File: src/rtl/core/tpt_pkg.sv
// ----------------------------------------------------------------------------
// TLB translator package
// This package holds the sizes, types and helper functions that the TLB
// translator modules share.
// ----------------------------------------------------------------------------
package tpt_pkg;

	localparam int TLB_ENTRIES = 16;
	localparam int PAGE_COUNT  = 256;
	localparam int FRAME_COUNT = 256;
	localparam int OFFSET_BITS = 8;
	localparam int ADDR_W      = 16;
	localparam int COUNT_W     = 32;
	localparam int QUEUE_DEPTH = 2;

	localparam int PAGE_W    = $clog2(PAGE_COUNT);
	localparam int FRAME_W   = $clog2(FRAME_COUNT);
	localparam int TLB_IDX_W = (TLB_ENTRIES > 1) ? $clog2(TLB_ENTRIES) : 1;
	localparam int QPTR_W    = (QUEUE_DEPTH > 1) ? $clog2(QUEUE_DEPTH) : 1;
	localparam int QCNT_W    = $clog2(QUEUE_DEPTH + 1);

	typedef logic [ADDR_W-1:0]      addr_t;
	typedef logic [PAGE_W-1:0]      page_t;
	typedef logic [FRAME_W-1:0]     frame_t;
	typedef logic [OFFSET_BITS-1:0] offset_t;
	typedef logic [TLB_IDX_W-1:0]   tlb_idx_t;
	typedef logic [COUNT_W-1:0]     count_t;

	typedef enum logic [1:0] {
		OUT_TLB_HIT   = 2'd0,
		OUT_TABLE_HIT = 2'd1,
		OUT_FAULT     = 2'd2
	} outcome_t;

	typedef struct packed {
		page_t   page;
		offset_t offset;
		logic    tlb_hit;
		frame_t  frame;
	} lookup_t;

	typedef struct packed {
		logic   done;
		logic   fill_en;
		page_t  page;
		frame_t frame;
	} back_stat_t;

	function automatic page_t page_of(input addr_t addr);
		logic [ADDR_W+PAGE_W-1:0] vpn;
		vpn = {{PAGE_W{1'b0}}, addr} >> OFFSET_BITS;
		return vpn[PAGE_W-1:0];
	endfunction

	function automatic offset_t offset_of(input addr_t addr);
		return addr[OFFSET_BITS-1:0];
	endfunction

	function automatic addr_t phys_addr(input frame_t frame, input offset_t offset);
		logic [ADDR_W+FRAME_W+OFFSET_BITS-1:0] wide;
		wide = {{ADDR_W{1'b0}}, frame, offset};
		return wide[ADDR_W-1:0];
	endfunction

	function automatic count_t sat_inc(input count_t v);
		return (v == '1) ? v : v + count_t'(1);
	endfunction

endpackage

File: src/rtl/core/tpt_queue.sv
// ----------------------------------------------------------------------------
// TLB translator lookup queue
// A short first-in first-out queue that carries classified lookups from the
// front part to the back part.
// ----------------------------------------------------------------------------
module tpt_queue
	import tpt_pkg::*;
(
	input  logic    clk,
	input  logic    arst_n,
	input  logic    push,
	input  lookup_t push_data,
	input  logic    pop,
	output lookup_t pop_data,
	output logic    empty
);

	lookup_t            entry_q [QUEUE_DEPTH];
	logic [QPTR_W-1:0]  wr_ptr_q;
	logic [QPTR_W-1:0]  rd_ptr_q;
	logic [QCNT_W-1:0]  count_q;
	logic               full;
	logic               do_push;
	logic               do_pop;

	assign empty    = (count_q == '0);
	assign full     = (count_q == QCNT_W'(QUEUE_DEPTH));
	assign do_push  = push && !full;
	assign do_pop   = pop && !empty;
	assign pop_data = entry_q[rd_ptr_q];

	function automatic logic [QPTR_W-1:0] ptr_next(input logic [QPTR_W-1:0] p);
		return (p == QPTR_W'(QUEUE_DEPTH - 1)) ? '0 : p + QPTR_W'(1);
	endfunction

	always_ff @(posedge clk) begin
		if (do_push) begin
			entry_q[wr_ptr_q] <= push_data;
		end
	end

	always_ff @(posedge clk or negedge arst_n) begin
		if (!arst_n) begin
			wr_ptr_q <= '0;
			rd_ptr_q <= '0;
			count_q  <= '0;
		end else begin
			if (do_push) begin
				wr_ptr_q <= ptr_next(wr_ptr_q);
			end
			if (do_pop) begin
				rd_ptr_q <= ptr_next(rd_ptr_q);
			end
			unique case ({do_push, do_pop})
				2'b10:   count_q <= count_q + QCNT_W'(1);
				2'b01:   count_q <= count_q - QCNT_W'(1);
				default: count_q <= count_q;
			endcase
		end
	end

endmodule

File: src/rtl/core/tpt_front.sv
// ----------------------------------------------------------------------------
// TLB translator front part
// Accepts logical addresses, searches the fully associative TLB and hands the
// classified lookup to the queue. Holds the TLB and its FIFO replace pointer.
// ----------------------------------------------------------------------------
module tpt_front
	import tpt_pkg::*;
(
	input  logic       clk,
	input  logic       arst_n,
	input  logic       start,
	output logic       busy,
	input  addr_t      logical_address,
	output logic       push,
	output lookup_t    push_data,
	input  back_stat_t stat
);

	page_t    tag_q   [TLB_ENTRIES];
	frame_t   frame_q [TLB_ENTRIES];
	logic [TLB_ENTRIES-1:0] valid_q;
	tlb_idx_t replace_q;
	logic     busy_q;
	logic     hit;
	frame_t   hit_frame;
	page_t    page;

	assign busy = busy_q;
	assign push = start && !busy_q;
	assign page = page_of(logical_address);

	always_comb begin
		hit       = 1'b0;
		hit_frame = '0;
		for (int i = TLB_ENTRIES - 1; i >= 0; i--) begin
			if (valid_q[i] && tag_q[i] == page) begin
				hit       = 1'b1;
				hit_frame = frame_q[i];
			end
		end
	end

	always_comb begin
		push_data.page    = page;
		push_data.offset  = offset_of(logical_address);
		push_data.tlb_hit = hit;
		push_data.frame   = hit_frame;
	end

	always_ff @(posedge clk) begin
		if (stat.fill_en) begin
			tag_q[replace_q]   <= stat.page;
			frame_q[replace_q] <= stat.frame;
		end
	end

	always_ff @(posedge clk or negedge arst_n) begin
		if (!arst_n) begin
			valid_q   <= '0;
			replace_q <= '0;
			busy_q    <= 1'b0;
		end else begin
			if (stat.fill_en) begin
				valid_q[replace_q] <= 1'b1;
				replace_q <= (replace_q == tlb_idx_t'(TLB_ENTRIES - 1)) ?
					'0 : replace_q + tlb_idx_t'(1);
			end
			if (push) begin
				busy_q <= 1'b1;
			end else if (stat.done) begin
				busy_q <= 1'b0;
			end
		end
	end

endmodule

File: src/rtl/core/tpt_back.sv
// ----------------------------------------------------------------------------
// TLB translator back part
// Reads the page table, allocates frames on a page fault, keeps the running
// counts and drives the result beat. Reports TLB refills to the front part.
// ----------------------------------------------------------------------------
module tpt_back
	import tpt_pkg::*;
(
	input  logic       clk,
	input  logic       arst_n,
	input  lookup_t    pop_data,
	input  logic       empty,
	output logic       pop,
	output back_stat_t stat,
	output logic       result_valid,
	output addr_t      physical_address,
	output logic [1:0] outcome,
	output count_t     access_total,
	output count_t     hit_total,
	output count_t     fault_total
);

	frame_t  map_mem [PAGE_COUNT];
	logic [PAGE_COUNT-1:0] mapped_q;
	lookup_t item_s1;
	logic    valid_s1;
	logic    mapped_s1;
	frame_t  rd_s1;
	frame_t  free_q;
	frame_t  frame_x;
	outcome_t outcome_x;
	addr_t   phys_q;
	outcome_t outcome_q;
	logic    result_valid_q;
	count_t  access_q;
	count_t  hit_q;
	count_t  fault_q;

	assign pop = !empty && !valid_s1;

	always_comb begin
		priority if (item_s1.tlb_hit) begin
			frame_x   = item_s1.frame;
			outcome_x = OUT_TLB_HIT;
		end else if (mapped_s1) begin
			frame_x   = rd_s1;
			outcome_x = OUT_TABLE_HIT;
		end else begin
			frame_x   = free_q;
			outcome_x = OUT_FAULT;
		end
	end

	always_comb begin
		stat.done    = valid_s1;
		stat.fill_en = valid_s1 && !item_s1.tlb_hit;
		stat.page    = item_s1.page;
		stat.frame   = frame_x;
	end

	always_ff @(posedge clk) begin
		if (valid_s1 && outcome_x == OUT_FAULT) begin
			map_mem[item_s1.page] <= frame_x;
		end
		if (pop) begin
			rd_s1 <= map_mem[pop_data.page];
		end
	end

	always_ff @(posedge clk) begin
		if (pop) begin
			item_s1   <= pop_data;
			mapped_s1 <= mapped_q[pop_data.page];
		end
		if (valid_s1) begin
			phys_q    <= phys_addr(frame_x, item_s1.offset);
			outcome_q <= outcome_x;
		end
	end

	always_ff @(posedge clk or negedge arst_n) begin
		if (!arst_n) begin
			valid_s1       <= 1'b0;
			result_valid_q <= 1'b0;
			mapped_q       <= '0;
			free_q         <= '0;
			access_q       <= '0;
			hit_q          <= '0;
			fault_q        <= '0;
		end else begin
			valid_s1       <= pop;
			result_valid_q <= valid_s1;
			if (valid_s1) begin
				access_q <= sat_inc(access_q);
				unique case (outcome_x)
					OUT_TLB_HIT: begin
						hit_q <= sat_inc(hit_q);
					end
					OUT_FAULT: begin
						fault_q                <= sat_inc(fault_q);
						mapped_q[item_s1.page] <= 1'b1;
						free_q <= (free_q == frame_t'(FRAME_COUNT - 1)) ?
							'0 : free_q + frame_t'(1);
					end
					default: begin
					end
				endcase
			end
		end
	end

	assign result_valid     = result_valid_q;
	assign physical_address = phys_q;
	assign outcome          = outcome_q;
	assign access_total     = access_q;
	assign hit_total        = hit_q;
	assign fault_total      = fault_q;

endmodule

File: src/rtl/core/tlb_page_table_translator.sv
// ----------------------------------------------------------------------------
// TLB page table translator
// Demand-paging address translation: TLB search, page table read, frame
// allocation on a page fault and saturating access, hit and fault counts.
//
//   channel   handshake            payload
//   --------  -------------------  -----------------------------------------
//   command   start / busy         logical_address
//   result    result_valid strobe  physical_address, outcome, access_total,
//                                  hit_total, fault_total
//
// An address is taken when start is high and busy is low; it then passes
// through the queue, the registered page table read and the result register,
// and its result beat lasts one cycle.
// Busy stays high from the accept until the result beat, so one address is
// in flight at a time: the next address is not taken before the result beat
// is driven. The receiver cannot stall.
// Reset clears the TLB valid bits, the page table mapped bits, the replace
// pointer, the free frame pointer and all counts.
// ----------------------------------------------------------------------------
module tlb_page_table_translator
	import tpt_pkg::*;
(
	input  logic       clk,
	input  logic       arst_n,
	input  logic       start,
	output logic       busy,
	input  addr_t      logical_address,
	output logic       result_valid,
	output addr_t      physical_address,
	output logic [1:0] outcome,
	output count_t     access_total,
	output count_t     hit_total,
	output count_t     fault_total
);

	logic       push;
	lookup_t    push_data;
	logic       pop;
	lookup_t    pop_data;
	logic       empty;
	back_stat_t stat;

	tpt_front u_front (
		.clk             (clk),
		.arst_n          (arst_n),
		.start           (start),
		.busy            (busy),
		.logical_address (logical_address),
		.push            (push),
		.push_data       (push_data),
		.stat            (stat)
	);

	tpt_queue u_queue (
		.clk       (clk),
		.arst_n    (arst_n),
		.push      (push),
		.push_data (push_data),
		.pop       (pop),
		.pop_data  (pop_data),
		.empty     (empty)
	);

	tpt_back u_back (
		.clk              (clk),
		.arst_n           (arst_n),
		.pop_data         (pop_data),
		.empty            (empty),
		.pop              (pop),
		.stat             (stat),
		.result_valid     (result_valid),
		.physical_address (physical_address),
		.outcome          (outcome),
		.access_total     (access_total),
		.hit_total        (hit_total),
		.fault_total      (fault_total)
	);

endmodule
File: config.mk
export PLATFORM = sky130hd
export DESIGN_NAME = tlb_page_table_translator
export DESIGN_NICKNAME = d
export VERILOG_FILES = /design/src/rtl/core/tpt_pkg.sv /design/src/rtl/core/tpt_queue.sv /design/src/rtl/core/tpt_front.sv /design/src/rtl/core/tpt_back.sv /design/src/rtl/core/tlb_page_table_translator.sv
export SDC_FILE = /design/constraint.sdc
export NUM_CORES = 2
export LEC_CHECK = 0
export BUFFER_PORTS_ARGS = -buffer_cell sky130_fd_sc_hd__buf_4
export CORE_MARGIN = 4
export CORE_UTILIZATION = 45
export DETAILED_ROUTE_END_ITERATION = 16
export GPL_ROUTABILITY_DRIVEN = 0
export PLACE_DENSITY_LB_ADDON = 0.1
export SLEW_MARGIN = 0
export SYNTH_ARGS = -nofsm -noshare
export SYNTH_HDL_FRONTEND = slang
export SYNTH_SLANG_ARGS = --single-unit
File: constraint.sdc
create_clock -name clk -period 41.1 [get_ports clk]
set_input_delay 2.055 -clock clk [delete_from_list [all_inputs] [get_ports clk]]
set_output_delay 2.055 -clock clk [all_outputs]
set_load 0.05 [all_outputs]
==> results.md <==
* Status: finished, violations left
* Failing checks: capacitance limit, slew limit
* Yosys warns at 0
* Multi-input gate area at 27100 µm²
* CTS tree: done
* CTS Hold Bufs at 0
* Switching part of the total at 0.343
* Unrepaired setup endpoints after global routing: no
* PortBufs at 134
* H-tree levels at 5
* Clock Latency Late Sink at 0.94 ns
* Setup TNS at 0 ns
* Final worst-path cycle share at 0.168
* Cells after synthesis at 7233
* Worst path top cell family by delay: buffers and inverters
* Largest net degree at the start of global routing at 197
* Clock share of power at 0.296
* TritonCTS buffer count at 309
* Syn Std Cell Area at 111000 µm²
* Max incr delay on CP at 0.76 ns
* Post-synthesis mux area share at 0.0777
* Routed wire length at 327 mm
* Hold Worst Slack at 0.419 ns
* IO Count at 135
* Most frequent cells in the layout: edfxtp_1, nand2_1, mux2i_1
* Top FF cell, synth: edfxtp_1
* Final setup viols at 0
* Crit path buffers/inverters at 6
* Overflow after GRT at 0
* Post-CTS sizing at 0
* Combinational Power Share at 0.282
* Slew Viols, Final at 2
* Post-DRT Antenna Nets at 0
* Number of synthesized flops with an enable pin at 2406
* Largest family of logic cells by synthesized area: simple AND/OR/NAND/NOR gates
* Crit path max-delay cell type: a2111oi_0
* Full die area at 254000 µm²
* Sequential fraction of the synthesis area at 0.741
* Number of global-route vias before repair at 63215
* Critical path cell sequence: mux2i_4 -> buf_4 -> inv_8 -> buf_12 -> buf_12 -> buf_4 -> buf_4 -> mux4_2 -> a2111oi_0 -> a21oi_1 -> nor3_1 -> a21oi_1 -> a21o_1
* Number of synthesized register bits at 2793
* First-pass GRT wire length at 469 mm
* Hpwl dp at 189 mm
* Chip width at 504 µm
* CTS max path bufs at 4
* Avg Cell Area, Syn at 15.3 µm²
* DRC viols at 0
* PD cells at 73.4 nW/µm²
* Setup Fix Bufs, Post-CTS at 0
* Synth cell types at 78
* Slew margin rel. at -0.0449
* Gr usage total at 0.252
* Sw power at 3160 µW
* Layout cell share with drive strength beyond 1 at 0.160
* Routed wire per std cell at 30.1 µm
* Max Cap Violations at 1
* Setup crit start kind: flip-flop
* WS Path Type: flip-flop to flip-flop
* Commonest non-fill, non-tap cell in the layout: edfxtp_1
* Simple-Gate Fraction of Synth Area at 0.0930
* Critical Path RT at 41.79 ns
* Int Power at 6050 µW
* Detailed Routing Iterations Pass 1 at 6
* Syn nets at 7261
* Clock sinks at 2793
* FILL cells at 19931
* DR iter-0 viols at 7374
* Antenna violations before repair at 24
* Worst-path maximum fanout at 102
* Most frequent CP cell: buf_4
* Initial cell density of the core at 0.454
* Min-delay worst type: flip-flop to flip-flop
* Final #Nets at 7458
* Reg area at 81900 µm²
* Die height at 504 µm
* CTS root buf: clkbuf_16
* Critical Path Sink Type: flip-flop
* Share of flip-flops with an asynchronous set or reset at 0.139
* Row cnt at 181
* Fmax at 145 MHz
* Max Clock Skew at 0.0467 ns
* Area Growth Syn to Fin at 13.5%
* Synth Area in Compound Gates at 0.0514
* Worst VDD drop at 0.0000772 V
* Leak Pwr at 0.0447 µW
* Seq pwr share at 0.421
* Clock-pin slew on the worst setup and hold paths at 0.06 ns
* Final hold vios at 0
* Core box area at 244000 µm²
* Worst Tran Pin Value at 1.55 ns
* Xor/xnor cell area share of the yosys netlist at 0.0183
* Routed vias/inst at 5.97
* DR vias at 64945
* Worst Path Arrival at 7.59 ns
* Min Tclk post-route at 6.91 ns
* Adder-Cell Fraction of Synth Area at 0.00102
[power groups by stage]
stage	logic (µW)	clock network [µW]	registers, µW
detailed placement	2600	0	3940
global placement	2560	0	3930
CTS	2600	2770	3880
finish	2600	2730	3880
floorplan	1350	0	4370
global route	2740	2900	3900
[layer usage]
layer	GRT usage	vias to the layer above	wire length, µm
met3	0.0525	458	27700
met1	0.365	33772	140000
met4	0.0714	8	8940
met5	0	-	46
li1	-	27954	-
met2	0.387	2753	150000
[cell families (layout without fill, tap and decap cells)]
kind of cell,after synthesis,after routing
XOR/XNOR,231,231
AND/OR/NAND/NOR,2235,2235
buffers and inverters,448,881
multiplexers,681,681
adder cells (fa/ha/maj),9,9
flip-flops,2793,2793
other,0,9
AO/OA/AOI/OAI,836,836
[worst paths after layout]
| check | end | from | slack (ns) | cells past startpoint |
|---|---|---|---|---|
| max | u_back.rd_s1[5] | u_queue.rd_ptr_q | 34.20 | 13 |
| min in group asynchronous | u_back.mapped_q[214] | arst_n | 1.11 | 1 |
| max in group asynchronous | u_back.mapped_q[118] | arst_n | 37.13 | 4 |
| max reg2reg | u_back.rd_s1[5] | u_queue.rd_ptr_q | 34.20 | 13 |
| min reg2reg | u_back.physical_address[1] | u_back.item_s1[10] | 0.42 | 0 |
| min | u_back.physical_address[1] | u_back.item_s1[10] | 0.42 | 0 |
[layout make-up]
cell class	count	share of cell area
diodes	9	0.000179
clock buffers	427	0.0689
clock inverters	120	0.0100
inverters	39	0.00137
multi-input cells	3992	0.216
flip-flops and latches	2793	0.653
well taps	3202	0.0319
repair buffers	295	0.0190
[flip-flops by register name (all words and copies together) (netlist names), 2 cells and up]
| register | count |
|---|---|
| u_back.hit_total | 32 |
| u_back.mapped_q | 256 |
| u_back.rd_s1 | 8 |
| u_back.physical_address | 16 |
| u_back.item_s1 | 17 |
| u_front.valid_q | 16 |
| u_back.outcome | 2 |
| u_front.replace_q | 4 |
| u_back.map_mem | 2048 |
| u_back.stat | 8 |
| u_back.access_total | 32 |
| u_queue.entry_q | 50 |
| u_back.free_q | 8 |
| u_front.tag_q | 128 |
| u_front.frame_q | 128 |
| u_queue.count_q | 2 |
| u_back.fault_total | 32 |
[synthesized netlist by cell type (56+ instances only)]
library cell | count | area (µm²)
edfxtp_1 | 2406 | 72200
nand2_1 | 893 | 3350
mux2i_1 | 518 | 5180
nand3_1 | 408 | 2040
dfrtp_1 | 387 | 9680
nor2_1 | 354 | 1330
or2_2 | 276 | 1730
clkbuf_1 | 227 | 852
a21oi_1 | 189 | 946
o221ai_1 | 186 | 1630
xnor2_1 | 172 | 1510
mux4_2 | 139 | 3130
a31oi_1 | 118 | 738
o21ai_0 | 106 | 531
nor3_1 | 104 | 521
o22ai_1 | 83 | 519
buf_2 | 78 | 390
xor2_1 | 59 | 517
nand4_1 | 56 | 350
[stage by stage]
| stage | instance area, µm² | cells | setup slack (ns) | utilization | power [µW] |
|---|---|---|---|---|---|
| after detailed placement | 116000 | 10321 | 34.31 | 0.474 | 6530 |
| after floorplan | 111000 | 7233 | 27.32 | - | 5730 |
| after global routing | 126000 | 10873 | 33.96 | 0.515 | 9530 |
| after global placement | 116000 | 10320 | 34.39 | 0.474 | 6490 |
| final | 126000 | 10877 | 34.20 | 0.515 | 9220 |
| after CTS | 126000 | 10868 | 34.29 | 0.515 | 9250 |
[worst reg2reg max path, cell delays in order, from the launching register on]
cell,delay (ns)
dfrtp_2,0.43
mux2i_4,0.19
buf_4,0.35
inv_8,0.59
buf_12,0.72
buf_12,0.54
buf_4,0.82
buf_4,0.64
mux4_2,0.61
a2111oi_0,0.77
a21oi_1,0.21
nor3_1,0.45
a21oi_1,0.14
a21o_1,0.19
Power figures use the tool's default switching activity.
